### config.mk
export PLATFORM = sky130hd
export DESIGN_NAME = seb_mul
export DESIGN_NICKNAME = d
export VERILOG_FILES = /design/src/hw/rtl/seb_pkg.sv /design/src/hw/rtl/seb_mul.sv
export SDC_FILE = /design/constraint.sdc
export NUM_CORES = 2
export LEC_CHECK = 0
export BUFFER_PORTS_ARGS = -buffer_cell sky130_fd_sc_hd__clkbuf_2
export CAP_MARGIN = 10
export CORE_ASPECT_RATIO = 1.2
export CORE_MARGIN = 2
export CORE_UTILIZATION = 40
export DETAILED_ROUTE_END_ITERATION = 8
export PLACE_DENSITY = 0.61
export RECOVER_POWER = 100
export SYNTH_ARGS = -nofsm -noshare
export SYNTH_HDL_FRONTEND = slang
export SYNTH_SLANG_ARGS = --single-unit
### constraint.sdc
create_clock -name clk -period 9.98 [get_ports clk]
set_clock_uncertainty 0.1 [all_clocks]
set_input_delay 1.497 -clock clk [delete_from_list [all_inputs] [get_ports clk]]
set_output_delay 1.497 -clock clk [all_outputs]
set_load 0.01 [all_outputs]
### src/hw/rtl/seb_pkg.sv
// Shared types, constants and saturating helpers for the shooting eigenvalue solver.
`timescale 1ns / 1ps
package seb_pkg;

	typedef logic signed [39:0] q40_t;
	typedef logic signed [43:0] q44_t;

	typedef enum logic [3:0] {
		ST_IDLE, ST_K2, ST_STEP, ST_SHOT_END, ST_CHECK_BRACKET, ST_IT_BEGIN,
		ST_SEC_MUL, ST_SEC_DIV, ST_CHOOSE, ST_IT_UPD, ST_IT_CHK, ST_OUT
	} state_t;

	typedef enum logic [1:0] {PH_FA, PH_FB, PH_ITER} phase_t;

	typedef enum logic [1:0] {SH_24, SH_25, SH_42} shift_t;

	typedef enum logic [3:0] {
		OP_K1D, OP_Y2, OP_D2, OP_K2D, OP_Y3, OP_D3, OP_K3D,
		OP_Y4, OP_D4, OP_K4D, OP_PY, OP_Y, OP_PD, OP_DY
	} op_t;

	typedef struct packed {
		logic        start;
		logic [41:0] a;
		logic [41:0] b;
	} mul_req_t;

	typedef struct packed {
		logic        start;
		logic [79:0] num;
		logic [40:0] den;
	} div_req_t;

	localparam logic [1:0] STAT_CONV   = 2'd0;
	localparam logic [1:0] STAT_NOSIGN = 2'd1;
	localparam logic [1:0] STAT_LIMIT  = 2'd2;

	localparam logic [1:0] CFG_SHOT_STEPS = 2'd0;
	localparam logic [1:0] CFG_STEP_SIZE  = 2'd1;
	localparam logic [1:0] CFG_TOLERANCE  = 2'd2;

	localparam q40_t MAX40   = 40'sh7F_FFFF_FFFF;
	localparam q40_t MIN40   = 40'sh80_0000_0000;
	localparam q40_t ONE_Q24 = 40'sd16777216;
	// ceil(2^42 / 3): floor(m*RECIP3 >> 42) == floor(m/3) for m < 2^41
	localparam logic [41:0] RECIP3 = 42'd1466015503702;

	function automatic q40_t sat40(input q44_t v);
		q40_t r;
		if (v > 44'sd549755813887) r = MAX40;
		else if (v < -44'sd549755813888) r = MIN40;
		else r = v[39:0];
		return r;
	endfunction

	function automatic logic [43:0] magx(input q44_t v);
		logic [43:0] r;
		r = v[43] ? 44'(-v) : 44'(v);
		return r;
	endfunction

	function automatic q40_t negsat(input q40_t v);
		q40_t r;
		r = (v == MIN40) ? MAX40 : 40'(-v);
		return r;
	endfunction

endpackage

### src/hw/rtl/seb_mul.sv
// Shared 42x42 unsigned multiplier, one 21x21 partial product per cycle.
`timescale 1ns / 1ps
module seb_mul (
	input  logic              clk,
	input  logic              arst_n,
	input  seb_pkg::mul_req_t req,
	output logic              done,
	output logic [83:0]       prod
);
	logic [41:0] a_q, b_q;
	logic [83:0] acc_q;
	logic [1:0]  cnt_q;
	logic        busy_q, done_q;
	logic [20:0] pa, pb;
	logic [41:0] part;
	logic [83:0] pp;

	always_comb begin
		pa   = cnt_q[0] ? a_q[41:21] : a_q[20:0];
		pb   = cnt_q[1] ? b_q[41:21] : b_q[20:0];
		part = 42'(pa) * 42'(pb);
		case (cnt_q)
			2'd0:    pp = {42'b0, part};
			2'd3:    pp = {part, 42'b0};
			default: pp = {21'b0, part, 21'b0};
		endcase
	end

	always_ff @(posedge clk or negedge arst_n) begin
		if (!arst_n) begin
			busy_q <= 1'b0;
			done_q <= 1'b0;
			cnt_q  <= 2'd0;
		end else begin
			done_q <= 1'b0;
			if (req.start) begin
				busy_q <= 1'b1;
				cnt_q  <= 2'd0;
			end else if (busy_q) begin
				cnt_q <= cnt_q + 2'd1;
				if (cnt_q == 2'd3) begin
					busy_q <= 1'b0;
					done_q <= 1'b1;
				end
			end
		end
	end

	always_ff @(posedge clk) begin
		if (req.start) begin
			a_q   <= req.a;
			b_q   <= req.b;
			acc_q <= '0;
		end else if (busy_q) begin
			acc_q <= acc_q + pp;
		end
	end

	assign done = done_q;
	assign prod = acc_q;

	assert property (@(posedge clk) disable iff (!arst_n) req.start |-> !busy_q)
		else $error("multiplier restarted while busy");
endmodule

Word-level counts from Yosys, hierarchy flattened
Cells that the tools add are included.

Add/sub/neg operators: 2. Multipliers: 1. Equal/unequal tests: 1. Muxes and demuxes: 11. Reduce and logical (&&, ||, !) cells: 2.

Operators by type and width (count): 84-bit one-hot mux with 2 select lines (1); 84-bit adder (1); 21-bit by 21-bit multiplier with 42-bit output (1); 21-bit 2-to-1 mux (2); 1-bit 2-to-1 mux (6); 2-bit 2-to-1 mux (2); 2-bit by 1-bit adder with 2-bit output (second input constant) (1); 2-bit equality test (second input constant) (1); 2-bit zero test (1); 2-bit nonzero test (1).

Register bits after elaboration: 172. Output and inout port bits: 85.

Logic depth before layout (Yosys ltp)
Depth in word-level cells: 4. Mapped depth: 42. Gate-level depth less buffers: 38.

Worst setup path after synthesis
No wires, ideal clock.

Path type: flip-flop to flip-flop. Start: register cnt_q[1]. End: register acc_q[70] (netlist: prod[70]). Arrival: 10.005 ns. Required time: 9.794 ns. Slack: -0.211 ns. Stages on the path, launching flop included: 41. Buffers on the path: 5. Period minus slack after synthesis: 10.191 ns. Cells stage by stage: dfrtp_1 > clkbuf_1 > buf_1 > buf_1 > mux2i_1 > clkbuf_1 > nor2_1 > fa_1 > inv_1 > fa_1 > fa_1 > inv_1 > fa_1 > fa_1 > fa_1 > inv_1 > fa_1 > inv_1 > (+5 left out) > a211oi_1 > o21bai_1 > a31oi_1 > o21ai_0 > xnor2_1 > o22ai_1 > ha_1 > buf_2 > nand4_2 > nor3_1 > inv_1 > nor4_1 > or3b_1 > a21oi_2 > a21o_1 > o41ai_1 > xor2_1 > a211oi_1.

Longest elaborated chain between the ends: 4.

Ends and longest elaborated chain: start: declaration (line seb_mul.sv:12) `logic [1:0] cnt_q;`; start signal: assignment (line seb_mul.sv:40) `cnt_q <= cnt_q + 2'd1;`; 21-bit 2-to-1 mux (line seb_mul.sv:20) `pb = cnt_q[1] ? b_q[41:21] : b_q[20:0];`; 21-bit by 21-bit multiplier with 42-bit output (line seb_mul.sv:21) `part = 42'(pa) * 42'(pb);`; 84-bit one-hot mux with 2 select lines (*) (line seb_mul.sv:22) `case (cnt_q)`; 84-bit adder (*) (line seb_mul.sv:55) `acc_q <= acc_q + pp;`; end signal: assignment (line seb_mul.sv:55); end: declaration (line seb_mul.sv:11) `logic [83:0] acc_q;`.

Every way passes the cells marked *; elsewhere a longest branch is shown, timed or not. A chain may end at the register's enable or synchronous reset.

Final worst setup path
Start: register cnt_q[1]. End: register acc_q[76] (netlist: prod[76]).

Same word-level chain as after synthesis.

==> flow_metrics.py <==
metrics = {
    "yosys": {
        "ys_ff_latch": 172,
        "yosysMostFrequentCell": "inv_1",
        "async_flop_share": 0.0233,
        "ys.warnings.count": 0,
        "synth_top_area_frac": 0.273,
        "synth_top_area_cell": "fa_1",
        "ys.flop_type": "edfxtp_1",
        "yosys-top-cells-count": "inv_1 (455), nor2_1 (409), fa_1 (359)",
        "synth_seq_area_share": 0.164,
        "synth_enable_flop_cells": 84,
        "avgSynthCellArea_um2": 8.62,
        "ys_types": 80,
        "synth_cells": 3050,
        "syn-cell-area_um2": 26300,
        "synth_fp_nets": 3734,
        "synthTopCellsByArea": "fa_1 (27%), ha_1 (11%), edfxtp_1 (9.6%)",
    },
    "clocking": {
        "cts_tree": "built",
        "numCtsBuffers": 17,
        "clkTransAtPathRegs_ns": 0.09,
        "clock_sinks": 172,
        "cts_buffer_depth": 2,
        "cts_root_buffer": "clkbuf_16",
        "clock_latency_ns": 0.52,
        "htree_num_levels": 4,
    },
    "critical_path": {
        "worst_setup_path_start_kind": "flop",
        "required_ns": 10.33,
        "crit_family": "adder cells",
        "crit_cells": 39,
        "cpPeakStageDelay_ns": 0.55,
        "crit_arrival_ns": 10.28,
        "path_class": "reg2reg",
        "crit_buf_inv": 9,
        "r2r_start": "cnt_q[1]",
        "rr_worst_depth": 39,
        "reg2reg_to": "prod[76]",
        "crit_top_cell": "fa_1",
        "end_kind": "flop",
        "reg2reg_slack_ns": 0.04,
        "crit_path_top_delay_cell": "fa_2",
        "worstPathMaxFanout": 8,
    },
    "placed_design": {
        "place_inst": 4183,
        "port_buffers": 171,
        "gp_congestion": 0.995,
        "place_hpwl_mm": 74.1,
    },
    "final_layout": {
        "seqCellArea_um2": 4310,
        "instances_no_fill": 4303,
        "final_core_util": 0.495,
        "multi_input_area_um2": 20700,
        "final_net_count": 4140,
        "areaGrowthSynthToFinish_pct": 22.0,
        "n_fill_cell": 6295,
        "drive_gt1_frac": 0.194,
    },
    "floorplan": {
        "core-area_um2": 64800,
        "num_io_pins": 172,
        "initial_core_util": 0.405,
        "num_rows": 102,
        "chipHeight_um": 285,
        "die_w_um": 238,
        "fp.dieArea_um2": 67800,
    },
    "grt": {
        "grt_overflow": 0,
        "grt_pass1_vias": 23600,
        "grt_usage": 0.270,
        "antenna_found_initial": 9,
        "grt_max_degree": 73,
        "grt_pass1_wl_mm": 139,
    },
    "status": {
        "violations": "capacitance limit, slew limit",
        "status": "complete, but fails checks",
    },
    "min_path": {
        "whs_endpoint": "prod[67]",
        "worstHoldPathType": "reg2reg",
        "hold_start": "prod[67]",
        "hold-path-cell-count": 2,
    },
    "detailed_routing": {
        "drt_iter0_drc": 1808,
        "route.detailed.drc": 0,
        "totalWireLength_mm": 91.3,
        "dr.pass1.iters": 7,
        "drtAntennaViolNets": 0,
        "viasPerCell": 5.45,
        "vias": 23500,
        "avgRoutedWirePerCell_um": 21.2,
    },
    "timing": {
        "relSlewSlack": -1.46,
        "whs_ns": 0.395,
        "slew_viol_final": 153,
        "setup_viol": 0,
        "fin_tns_setup_ns": 0,
        "period_needed_ns": 9.94,
        "worst_pin_slew_ns": 3.68,
        "final-hold-violation-count": 0,
        "fmax_mhz": 101,
        "rsz0062_at_grt": "true",
        "min_period_over_period": 0.996,
    },
    "flow_run": {
        "maxCapViolations": 3,
    },
}
flip-flops by register name (all words and copies together) (netlist names):
register and flops:
prod 84, busy_q 1, cnt_q 2, a_q 42, done 1, b_q 42
worst min-delay path, stage by stage, from the launching register on:
cell     delay [ns]
dfxtp_1        0.33
nand2_1        0.05
o21ai_0        0.06
layout make-up:
type                    count  share of cell area
multi-input cells        2293               0.647
flip-flops and latches    172               0.134
repair buffers            516               0.114
inverters                 456              0.0534
well taps                 832              0.0325
clock buffers              20              0.0139
clock inverters            12             0.00418
diodes                      2            0.000156
routing by layer:
layer,wire [um],GRT usage,up-vias
li1,-,-,10800
met1,36200,0.336,11400
met2,43200,0.452,971
met3,6530,0.0515,257
met4,5310,0.129,14
met5,93,0,-
timing repair:
item	in CTS	in global routing
hold buffers	0	0
endpoints found under the hold margin	0	0
gates cloned	1	5
endpoints found under the setup margin	30	50
setup buffers	4	77
pin swaps	9	95
gates resized for setup	22	218
layout by cell type, fill, tap and decap left out, drive strengths merged, types with 13 or more instances in the layout:
| cell type | n |
|---|---|
| fa | 359 |
| o21a | 15 |
| ha | 238 |
| o21bai | 26 |
| nor2b | 16 |
| clkbuf | 197 |
| o211ai | 13 |
| a31oi | 13 |
| xor2 | 43 |
| nand3 | 28 |
| o21ai | 128 |
| edfxtp | 84 |
| xnor2 | 68 |
| nor3 | 18 |
| a21oi | 160 |
| nand4 | 29 |
| buf | 338 |
| a211oi | 23 |
| nand2 | 338 |
| a22o | 34 |
| mux2i | 87 |
| a21o | 47 |
| and2 | 42 |
| mux2 | 41 |
| inv | 463 |
| nor2 | 409 |
| dfxtp | 84 |
logic make-up (layout without fill, tap and decap cells):
logic type | after synthesis | count (layout) | synth area share
adders and majority gates | 597 | 597 | 0.387
and+or+nand+nor | 936 | 936 | 0.152
muxes | 128 | 128 | 0.0507
DFF | 172 | 172 | 0.164
xor gates and xnor gates | 111 | 111 | 0.0370
other | 0 | 2 | 0
buffers and inverters | 585 | 1004 | 0.0839
AOI/OAI and AO/OA | 521 | 521 | 0.126
how the worst max path moves through the flow:
stage                     slack [ns]  startpoint  endpoint
after global placement         -0.45    cnt_q[1]  prod[83]
after CTS                      0.002    cnt_q[1]  prod[82]
after detailed placement       -0.39    cnt_q[0]  prod[83]
final                           0.04    cnt_q[1]  prod[76]
after floorplan                 0.03    cnt_q[0]  prod[75]
after global routing           -0.33    cnt_q[0]  prod[76]
per-stage QoR:
stage / instance area (um2) / setup slack [ns]
after floorplan: 26300 / 0.0257
after CTS: 30500 / 0.00229
after global placement: 29800 / -0.450
after global routing: 32100 / -0.326
final: 32100 / 0.0422
after detailed placement: 29800 / -0.389
Power is not shown: default switching activity piles up to over one toggle a cycle in this logic, so the estimate is an artifact.
