[src/hw/rtl/seb_pkg.sv]
// Shared types, constants and saturating helpers for the shooting eigenvalue solver.
`timescale 1ns / 1ps
package seb_pkg;

	typedef logic signed [39:0] q40_t;
	typedef logic signed [43:0] q44_t;

	typedef enum logic [3:0] {
		ST_IDLE, ST_K2, ST_STEP, ST_SHOT_END, ST_CHECK_BRACKET, ST_IT_BEGIN,
		ST_SEC_MUL, ST_SEC_DIV, ST_CHOOSE, ST_IT_UPD, ST_IT_CHK, ST_OUT
	} state_t;

	typedef enum logic [1:0] {PH_FA, PH_FB, PH_ITER} phase_t;

	typedef enum logic [1:0] {SH_24, SH_25, SH_42} shift_t;

	typedef enum logic [3:0] {
		OP_K1D, OP_Y2, OP_D2, OP_K2D, OP_Y3, OP_D3, OP_K3D,
		OP_Y4, OP_D4, OP_K4D, OP_PY, OP_Y, OP_PD, OP_DY
	} op_t;

	typedef struct packed {
		logic        start;
		logic [41:0] a;
		logic [41:0] b;
	} mul_req_t;

	typedef struct packed {
		logic        start;
		logic [79:0] num;
		logic [40:0] den;
	} div_req_t;

	localparam logic [1:0] STAT_CONV   = 2'd0;
	localparam logic [1:0] STAT_NOSIGN = 2'd1;
	localparam logic [1:0] STAT_LIMIT  = 2'd2;

	localparam logic [1:0] CFG_SHOT_STEPS = 2'd0;
	localparam logic [1:0] CFG_STEP_SIZE  = 2'd1;
	localparam logic [1:0] CFG_TOLERANCE  = 2'd2;

	localparam q40_t MAX40   = 40'sh7F_FFFF_FFFF;
	localparam q40_t MIN40   = 40'sh80_0000_0000;
	localparam q40_t ONE_Q24 = 40'sd16777216;
	// ceil(2^42 / 3): floor(m*RECIP3 >> 42) == floor(m/3) for m < 2^41
	localparam logic [41:0] RECIP3 = 42'd1466015503702;

	function automatic q40_t sat40(input q44_t v);
		q40_t r;
		if (v > 44'sd549755813887) r = MAX40;
		else if (v < -44'sd549755813888) r = MIN40;
		else r = v[39:0];
		return r;
	endfunction

	function automatic logic [43:0] magx(input q44_t v);
		logic [43:0] r;
		r = v[43] ? 44'(-v) : 44'(v);
		return r;
	endfunction

	function automatic q40_t negsat(input q40_t v);
		q40_t r;
		r = (v == MIN40) ? MAX40 : 40'(-v);
		return r;
	endfunction

endpackage

[src/hw/rtl/seb_div.sv]
// Restoring bit-serial divider, 80-bit numerator, quotient saturated at 2^41.
`timescale 1ns / 1ps
module seb_div (
	input  logic              clk,
	input  logic              arst_n,
	input  seb_pkg::div_req_t req,
	output logic              done,
	output logic [41:0]       quo
);
	logic [79:0] n_q;
	logic [40:0] den_q, r_q, q_q;
	logic [6:0]  cnt_q;
	logic        busy_q, done_q, sat_q;
	logic [41:0] rs;
	logic        ge;

	always_comb begin
		rs = {r_q, n_q[79]};
		ge = rs >= {1'b0, den_q};
	end

	always_ff @(posedge clk or negedge arst_n) begin
		if (!arst_n) begin
			busy_q <= 1'b0;
			done_q <= 1'b0;
			cnt_q  <= '0;
		end else begin
			done_q <= 1'b0;
			if (req.start) begin
				busy_q <= 1'b1;
				cnt_q  <= '0;
			end else if (busy_q) begin
				cnt_q <= cnt_q + 7'd1;
				if (cnt_q == 7'd79) begin
					busy_q <= 1'b0;
					done_q <= 1'b1;
				end
			end
		end
	end

	always_ff @(posedge clk) begin
		if (req.start) begin
			n_q   <= req.num;
			den_q <= req.den;
			r_q   <= '0;
			q_q   <= '0;
			sat_q <= 1'b0;
		end else if (busy_q) begin
			n_q <= {n_q[78:0], 1'b0};
			r_q <= ge ? 41'(rs - {1'b0, den_q}) : rs[40:0];
			q_q <= {q_q[39:0], ge};
			// quotient bits at 2^41 and above saturate
			if (ge && cnt_q <= 7'd38) sat_q <= 1'b1;
		end
	end

	assign done = done_q;
	assign quo  = sat_q ? {1'b1, 41'b0} : {1'b0, q_q};

	assert property (@(posedge clk) disable iff (!arst_n) done |-> !busy_q)
		else $error("divider done while busy");
endmodule

[config.mk]
export PLATFORM = sky130hd
export DESIGN_NAME = seb_div
export DESIGN_NICKNAME = d
export VERILOG_FILES = /design/src/hw/rtl/seb_pkg.sv /design/src/hw/rtl/seb_div.sv
export SDC_FILE = /design/constraint.sdc
export NUM_CORES = 1
export LEC_CHECK = 0
export CAP_MARGIN = 10
export CORE_MARGIN = 1
export CORE_UTILIZATION = 45
export DETAILED_ROUTE_END_ITERATION = 10
export DONT_BUFFER_PORTS = 1
export MAX_ROUTING_LAYER = met4
export PLACE_DENSITY = 0.68
export SYNTH_ARGS = -nofsm -noshare
export SYNTH_HDL_FRONTEND = slang
export SYNTH_SLANG_ARGS = --single-unit
[constraint.sdc]
create_clock -name clk -period 3.4 [get_ports clk]
set_input_delay 0.85 -clock clk [delete_from_list [all_inputs] [get_ports clk]]
set_output_delay 0.85 -clock clk [all_outputs]
set_load 0.01 [all_outputs]
Word level (Yosys, flattened, before mapping)
Index checks and enable logic that the tools add are counted.
{ "totals": {"ff_bits": 213, "inputBits": 124, "output_inout_bits": 43, "wordCells": 28} }
{ "op_classes": {"n_addsub": 2, "n_lt_le_gt_ge": 2, "n_eq_ne": 1, "muxes": 12, "reduce_logical": 3} }
{ "op_table": {"columns": ["operator", "n"], "rows": [
  ["2-to-1 mux 80 bit", 2],
  ["greater-or-equal comparator 42 x 41 -> 1 bit", 1],
  ["2-to-1 mux 42 bit", 1],
  ["2-to-1 mux 41 bit", 1],
  ["subtractor 41 bit", 1],
  ["2-to-1 mux 7 bit", 2],
  ["adder 7 x 1 -> 7 bit (second input constant)", 1],
  ["equality test 7 bit (second input constant)", 1],
  ["less-or-equal comparator 7 x 6 -> 1 bit (second input constant)", 1],
  ["2-to-1 mux 1 bit", 6],
  ["AND reduction 2 bit", 1],
  ["nonzero test 2 bit", 1],
  ["logical AND 1 bit", 1]
]} }

Depth between registers and ports, before layout
Gate-level depths: netlist of run 1.
{ "depth": {"depth_word": 4, "mapped_depth": 15, "ltp_nobuf": 13} }

Worst setup path after synthesis of run 1
OpenSTA, ideal clock, no wires.
{ "synth_timing": {"path_type": "input to register", "startpoint": "input port req[121] (netlist bit)", "endpoint": "register n_q[0] (enable)", "setup_ps": 434, "arrival_time_ps": 2735, "required_ps": 2966, "path_slack_ps": 232, "stages": 3, "n_path_buf": 1, "path_cell_list": "nor2_1 clkbuf_1 inv_1"} }
{ "synth_via": {"elab_chain_cells": 1} }
{ "synth_rtl": {"columns": ["item", "line_no", "rtl"], "rows": [
  ["start, declared", "seb_div.sv:6", "input seb_pkg::div_req_t req,"],
  ["nonzero test 2 bit (no line)", null, null],
  ["end signal, assigned", "seb_div.sv:44", "n_q <= req.num;"],
  ["end signal, assigned", "seb_div.sv:50", "n_q <= {n_q[78:0], 1'b0};"],
  ["end, declared", "seb_div.sv:10", "logic [79:0] n_q;"]
]} }
No other way between the ends.
A chain may end at the register's enable or synchronous reset.

Worst setup path after layout of run 1
{ "layout_timing": {"startpoint": "register n_q[79]", "endpoint": "register r_q[40]"} }
{ "layout_via": {"elab_chain_cells": 2, "elab_cells_between_ends": 3, "classes_between": "add/sub: 1; order compare: 1; mux: 1"} }
{ "layout_rtl": {"columns": ["item", "line_no", "rtl"], "rows": [
  ["subtractor 41 bit / greater-or-equal comparator 42 x 41 -> 1 bit (equally long branches)", "seb_div.sv:51, seb_div.sv:19", null],
  ["2-to-1 mux 41 bit *", "seb_div.sv:51", "r_q <= ge ? 41'(rs - {1'b0, den_q}) : rs[40:0];"],
  ["end signal, assigned", "seb_div.sv:51", null],
  ["end, declared", "seb_div.sv:11", "logic [40:0] den_q, r_q, q_q;"]
]} }
Mark *: on every way between the ends. The rest lies on a longest branch, timed or not.

==> parameters.txt, run 1 <==
Parameter                              Value

Critical path
  Cell with the largest stage delay on the worst path ... sky130_fd_sc_hd__fa_1
  Type of the worst setup path ... register to register
  Data arrival time of the critical path ... 3450 ps
  Data required time of the critical path ... 3830 ps
  CP Buf/Inv Count ... 2
  Peak fanout along the critical path ... 4
  R2R setup slack ... 380 ps
  Top cell family by delay on the critical path ... compound AO/OA/AOI/OAI gates
  Cell Chain, Critical Path ... inv_1 -> ha_1 -> inv_1 -> fa_1 -> a21oi_1 -> o21ai_0 -> a21oi_1 -> o21ba_2 -> o311ai_1 -> a221o_1 -> a211oi_1 -> xor2_1 -> o21ai_1
  Critical Path Sink Type ... register
  Delay contributed by the slowest stage of the critical path ... 400 ps
  Sort of element at the start of the critical path ... register

Route
  Residual DRC count ... 0
  Top layer used by detailed routing ... met4
  DR WL/cell ... 17.6 um
  Count of nets left with antenna violations after detail routing ... 0
  Detailed route wirelength on metal3 ... 2.12 mm
  Via Count ... 7261
  Number of detailed-routing iterations run before antenna repair ... 5
  Routed wire length ... 23.4 mm
  DRC violation total after the first TritonRoute iteration ... 435
  Mean number of vias per cell ... 5.46
  Metal1 wirelength ... 10.6 mm
  Met2 wirelength from detailed routing ... 10.1 mm

Outcome
  Status ... finished, final reports clean

Die
  Die X-Extent ... 158 um
  Die H ... 158 um
  Area of the core ... 0.0237 mm^2
  Number of rows created at floorplan ... 56
  Initial Util ... 46.2%
  Floorplan die area ... 0.0250 mm^2
  Num ports ... 167

Power
  Switching power ... 1.43 mW
  Comb pwr share ... 9.4%
  Reg power frac ... 48.8%
  Switching share of power ... 23.6%
  P_leak ... 5.03 nW
  Clock share of power ... 41.8%
  Pint ... 4.65 mW
  Highest ir drop seen on vdd ... 446 uV
  Power per cell area ... 508 mW/mm^2

CTS
  TritonCTS clock tree ... done
  Max Buffers Root-to-Sink ... 3
  Clock latency on the worst-skew pair ... 540 ps
  H-tree levels ... 1
  Clock tree root buffer cell ... sky130_fd_sc_hd__clkbuf_16
  Number of buffers inserted during clock tree synthesis ... 25
  Clock sinks ... 213
  Post-CTS resize count ... 0
  Clock transition at path regs ... 70 ps

Layout
  Synth-to-Final Area Change ... 9.55%
  Combined area of the multi-input logic cells ... 0.00496 mm^2
  Fill cells ... 2169
  Sequential cell area ... 0.00552 mm^2
  Final nets ... 1156
  Fraction of layout instances using a drive strength above 1 ... 13.6%

STA
  Layout Skew ... 18.7 ps
  Accumulated negative setup slack ... 0 ps
  Worst Tran Pin Value ... 991 ps
  Final count of pins violating max slew ... 0
  Period minus WS final ... 3020 ps
  Hold slack final ... 398 ps
  Worst rel slew slack ... 33.9%
  Final Hold Fails ... 0
  Max Clock Freq ... 331 MHz
  Number of endpoints failing setup at the final stage ... 0
  Final Cycle Share ... 88.9%
  Unrepaired setup endpoints after global routing ... no

Yosys
  Most instantiated cells after synthesis ... sky130_fd_sc_hd__edfxtp_1, sky130_fd_sc_hd__nor2_1, sky130_fd_sc_hd__dfxtp_1, sky130_fd_sc_hd__mux2_2, sky130_fd_sc_hd__mux2i_1
  Cell with the most instances after synthesis ... sky130_fd_sc_hd__edfxtp_1
  Post-synth top area share ... 33.2%
  Instance count of the mapped netlist ... 1003
  Async set-or-reset flop fraction in the synthesized netlist ... 4.23%
  Count of flip-flops with a built-in enable after synthesis ... 121
  Top cells by area, synth ... sky130_fd_sc_hd__edfxtp_1, sky130_fd_sc_hd__dfxtp_1, sky130_fd_sc_hd__mux2_2
  Number of synthesized register bits ... 213
  Netlist cell types ... 62
  Synth Cell Area ... 0.0109 mm^2
  Total of warnings raised by yosys ... 0
  Cell taking the most area after synthesis ... sky130_fd_sc_hd__edfxtp_1
  Synthesized area per cell ... 10.9 um^2
  Flip-flop cell with the highest count after synthesis ... sky130_fd_sc_hd__edfxtp_1
  Syn_nets ... 1171
  Sequential area share after synthesis ... 50.4%

Global route
  Congestion Overflow GR ... 0
  GRT Overall Usage ... 19.3%
  Vias in the first global route ... 6903
  Initial antenna violation count ... 4
  First-pass GRT wire length ... 36.9 mm
  Pin count of the biggest net entering global routing ... 200

Flow run
  Max-cap viol count ... 0

Min path
  Class of the worst hold path ... input pin to register

Placement
  GPL Wtd Cong ... 0.888
  Placed wire-length estimate after detailed placement ... 15.9 mm
  Number of port buffers ... 0
-- stage by stage --
step	instance area, um^2	total power [mW]	setup slack, ps	std cells	utilization (%)
detailed placement	11200	3.59	414	1278	47.2
global route	12000	6.33	62.6	1330	50.6
global placement	11200	3.58	515	1278	47.2
CTS	12000	6.15	384	1325	50.6
finish	12000	6.09	379	1330	50.6
floorplan	10900	3.49	232	1003	-
-- placed cells by master, fill, tap and decap left out, types with 11 or more instances in the layout --
cell type / netlist / layout
sky130_fd_sc_hd__buf_4: 7 / 11
sky130_fd_sc_hd__nand4_1: 16 / 16
sky130_fd_sc_hd__mux2_2: 80 / 80
sky130_fd_sc_hd__a21o_1: 14 / 14
sky130_fd_sc_hd__a21oi_1: 49 / 49
sky130_fd_sc_hd__and3_1: 12 / 12
sky130_fd_sc_hd__nand2_1: 50 / 50
sky130_fd_sc_hd__nor2b_1: 43 / 43
sky130_fd_sc_hd__xor2_1: 26 / 26
sky130_fd_sc_hd__nor2_1: 100 / 100
sky130_fd_sc_hd__xnor2_1: 18 / 18
sky130_fd_sc_hd__clkbuf_16: 0 / 25
sky130_fd_sc_hd__dfxtp_1: 83 / 83
sky130_fd_sc_hd__inv_1: 53 / 52
sky130_fd_sc_hd__ha_1: 43 / 43
sky130_fd_sc_hd__mux2i_1: 64 / 64
sky130_fd_sc_hd__a211oi_1: 29 / 29
sky130_fd_sc_hd__edfxtp_1: 121 / 121
sky130_fd_sc_hd__o21ai_0: 41 / 41
-- power groups by stage --
| stage | clock network, mW | logic [mW] | registers (mW) |
|---|---|---|---|
| after CTS | 2.61 | 0.570 | 2.97 |
| final | 2.55 | 0.571 | 2.97 |
| after floorplan | 0 | 0.497 | 3.00 |
| after global placement | 0 | 0.559 | 3.02 |
| after global routing | 2.70 | 0.639 | 2.99 |
| after detailed placement | 0 | 0.563 | 3.02 |
-- worst register-to-register path: stages (launching register included) --
cell	delay, ps
sky130_fd_sc_hd__edfxtp_1	350
sky130_fd_sc_hd__inv_1	80
sky130_fd_sc_hd__ha_1	160
sky130_fd_sc_hd__inv_1	60
sky130_fd_sc_hd__fa_1	400
sky130_fd_sc_hd__a21oi_1	200
sky130_fd_sc_hd__o21ai_0	150
sky130_fd_sc_hd__a21oi_1	250
sky130_fd_sc_hd__o21ba_2	180
sky130_fd_sc_hd__o311ai_1	130
sky130_fd_sc_hd__a221o_1	400
sky130_fd_sc_hd__a211oi_1	300
sky130_fd_sc_hd__xor2_1	190
sky130_fd_sc_hd__o21ai_1	70
-- cell type report --
class / count / area share, %
flip-flops and latches: 213 / 46.1
clock inverters: 12 / 0.824
diodes: 4 / 0.0835
inverters: 53 / 1.66
well taps: 319 / 3.33
multi-input cells: 681 / 41.4
repair buffers: 14 / 1.02
clock buffers: 34 / 5.66
-- state kept, by name, summed over array words and instances, names as in the netlist --
| signal | count |
|---|---|
| r_q | 41 |
| busy_q | 1 |
| cnt_q | 7 |
| done | 1 |
| sat_q | 1 |
| n_q | 80 |
| q_q | 41 |
| den_q | 41 |
-- cells by family (layout without fill, tap and decap cells) --
family          after synthesis  after routing  share of synthesized area [%]
fa+ha+maj                    44             44                           5.10
mux                         144            144                           14.1
simple gates                262            262                           11.7
compound gates              187            187                           10.9
xor+xnor                     44             44                           3.52
other cells                   0              4                              0
flops                       213            213                           50.4
buf+inv                     109            113                           4.26
-- per-layer routing --
metal / vias to the layer above / GRT usage, %
met5: - / -
met4: 0 / 5.27
met3: 41 / 6.19
met2: 216 / 28.0
met1: 3412 / 25.8
li1: 3592 / -
-- what timing repair did --
action,in CTS,in global routing
hold buffers,1,1
buffers inserted,0,0
endpoints found under the hold margin,7,2
-- path summary, 6_finish.rpt --
kind | cells past startpoint | to | from
max | 13 | r_q[40]$_SDFFE_PP0P_ | n_q[79]$_DFFE_PP_
min | 0 | den_q[15]$_DFFE_PP_ | req[15]
max reg2reg | 13 | r_q[40]$_SDFFE_PP0P_ | n_q[79]$_DFFE_PP_
min reg2reg | 2 | q_q[0]$_SDFFE_PP0P_ | q_q[0]$_SDFFE_PP0P_
max in group asynchronous | 1 | busy_q$_DFF_PN0_ | arst_n
min in group asynchronous | 1 | done$_DFF_PN0_ | arst_n
(Power assumes the default switching activity.)
==> inputs of run 2 (changes only) <==
Settings changed: CORE_ASPECT_RATIO set to 1.4.
==> parameters.txt, run 2 (synthesized netlist as in run 1, its figures left out) <==
Parameter                              Value

Die
  Die X-Extent ... 134 um (-15%)
  Die H ... 187 um (+18%)
  Initial Util ... 45.8% (-0.40 points)
  Floorplan die area ... 0.0250 mm^2 (about the same)
  Area of the core ... 0.0239 mm^2 (+0.88%)
  Number of rows created at floorplan ... 67 (+20%)
  Num ports ... 167 (unchanged)

Layout
  Max FFs per register ... 80 (unchanged)
  Most flop-heavy register ... n_q
  Fraction of layout instances using a drive strength above 1 ... 14.3% (+0.65 points)
  Fill cells ... 2159 (-0.46%)
  Post-layout instance area ... 0.0120 mm^2 (+0.12%)
  Commonest non-fill, non-tap cell in the layout ... sky130_fd_sc_hd__edfxtp_1
  Post-layout utilization of the core ... 50.3% (-0.39 points)
  Final nets ... 1153 (-0.26%)
  Synth-to-Final Area Change ... 9.68%
  Most frequent cells in the layout ... sky130_fd_sc_hd__edfxtp_1, sky130_fd_sc_hd__nor2_1, sky130_fd_sc_hd__dfxtp_1

Global route
  Vias in the first global route ... 7389 (+7.0%)
  Congestion Overflow GR ... 0 (unchanged)
  First-pass GRT wire length ... 37.6 mm (+1.7%)
  Pin count of the biggest net entering global routing ... 200 (unchanged)
  Initial antenna violation count ... 4 (unchanged)
  GRT Overall Usage ... 19.2% (-0.065 points)

Route
  Via Count ... 7189 (-0.99%)
  DR WL/cell ... 17.7 um (+0.74%)
  Routed wire length ... 23.3 mm (-0.24%)
  Residual DRC count ... 0 (unchanged)
  Count of nets left with antenna violations after detail routing ... 0 (unchanged)
  Mean number of vias per cell ... 5.46 (about the same)
  DRC violation total after the first TritonRoute iteration ... 383 (-12%)
  Number of detailed-routing iterations run before antenna repair ... 4 (-1)

CTS
  Clock transition at path regs ... 60 ps (about the same)
  Clock latency on the worst-skew pair ... 520 ps (-20 ps)
  Post-CTS setup-driven buffer insertion count ... 0 (unchanged)
  Post-CTS resize count ... 0 (unchanged)
  Number of buffers inserted during clock tree synthesis ... 24 (-4.0%)
  Clock tree root buffer cell ... sky130_fd_sc_hd__clkbuf_16
  Max Buffers Root-to-Sink ... 3 (unchanged)
  TritonCTS clock tree ... done
  H-tree levels ... 1 (unchanged)
  Clock sinks ... 213 (unchanged)
  Quantity of hold-fixing buffers added after cts ... 0 (-1)

STA
  Final Hold Fails ... 0 (unchanged)
  Number of endpoints failing setup at the final stage ... 0 (unchanged)
  Final Cycle Share ... 90.8% (+2.0 points)
  Worst Tran Pin Value ... 883 ps (-108 ps)
  Layout Skew ... 13.7 ps (-5.02 ps)
  Unrepaired setup endpoints after global routing ... no
  Final count of pins violating max slew ... 0 (unchanged)
  Worst rel slew slack ... 41.1% (+7.2 points)
  Accumulated negative setup slack ... 0 ps (unchanged)
  Period minus WS final ... 3090 ps (+66.5 ps)
  Max Clock Freq ... 324 MHz (-2.2%)

Power
  Highest ir drop seen on vdd ... 449 uV (+0.69%)
  Power per cell area ... 516 mW/mm^2 (+1.7%)
  P_leak ... 5.04 nW (+0.18%)

Critical path
  Data arrival time of the critical path ... 3490 ps (+40 ps)
  Data required time of the critical path ... 3800 ps (-30 ps)
  Type of the worst setup path ... register to register
  Sort of element at the start of the critical path ... register
  Peak fanout along the critical path ... 4 (unchanged)
  Critical Path Sink Type ... register

Placement
  Number of port buffers ... 0 (unchanged)
  GPL Wtd Cong ... 0.896 (+0.83%)
  Post-place instance area ... 0.0112 mm^2 (-0.10%)
  Placed wire-length estimate after detailed placement ... 15.9 mm (about the same)

Min path
  Class of the worst hold path ... input pin to asynchronous set/reset pin

Outcome
  Status ... finished, final reports clean

Flow run
  Max-cap viol count ... 0 (unchanged)
-- run 2: final timing paths --
check | endpoint | depth (start not counted) | slack (ps) | from
worst max-delay path | r_q[40]$_SDFFE_PP0P_ | 14 | 310 | n_q[79]$_DFFE_PP_
worst min-delay path | cnt_q[5]$_DFFE_PN0P_ | 0 | 30 | arst_n
worst max register to register | r_q[40]$_SDFFE_PP0P_ | 14 | 310 | n_q[79]$_DFFE_PP_
worst min register to register | q_q[0]$_SDFFE_PP0P_ | 2 | 460 | q_q[0]$_SDFFE_PP0P_
max in group asynchronous | busy_q$_DFF_PN0_ | 0 | 3290 | arst_n
min in group clk | den_q[34]$_DFFE_PP_ | 0 | 430 | req[34]
-- run 2: routing by layer --
layer | GRT usage, % | vias up | routed length, um
li1 | - | 3576 | -
met1 | 21.4 | 3396 | 9150
met2 | 33.3 | 172 | 11900
met3 | 4.56 | 45 | 1520
met4 | 6.64 | 0 | 724
met5 | - | - | 0
-- run 2: worst max-delay path, cell delays in order, from the launching register on --
cell and delay, ps:
sky130_fd_sc_hd__edfxtp_1 350, sky130_fd_sc_hd__inv_1 80, sky130_fd_sc_hd__ha_1 150, sky130_fd_sc_hd__inv_1 50
sky130_fd_sc_hd__fa_1 400, sky130_fd_sc_hd__a21oi_1 210, sky130_fd_sc_hd__o21ai_0 140, sky130_fd_sc_hd__a21oi_1 200
sky130_fd_sc_hd__buf_4 160, sky130_fd_sc_hd__o21ba_2 150, sky130_fd_sc_hd__o311ai_1 140, sky130_fd_sc_hd__a221o_1 410
sky130_fd_sc_hd__a211oi_1 290, sky130_fd_sc_hd__xor2_1 180, sky130_fd_sc_hd__o21ai_1 70
-- run 2: where the power goes --
group | internal (mW) | switching, mW
sequential | 2.91 | 0.0623
combinational | 0.266 | 0.299
clock | 1.62 | 1.05
total | 4.79 | 1.41
-- run 2: final cells by class --
class,instances,area [um^2],share of cell area (%)
well taps,310,388,3.23
repair buffers,12,103,0.854
clock buffers,31,668,5.56
clock inverters,13,153,1.27
inverters,53,199,1.66
flip-flops and latches,213,5520,46.0
multi-input cells,681,4960,41.3
diodes,4,10.0,0.0834
-- run 2: per-stage QoR --
stage,hold WS [ps],setup slack (ps),power [mW],cells
after CTS,5.24,288,6.29,1313
after detailed placement,454,290,3.58,1269
final,26.5,312,6.20,1317
after floorplan,431,232,3.49,1003
after global routing,4.24,70.6,6.45,1317
after global placement,451,354,3.58,1269
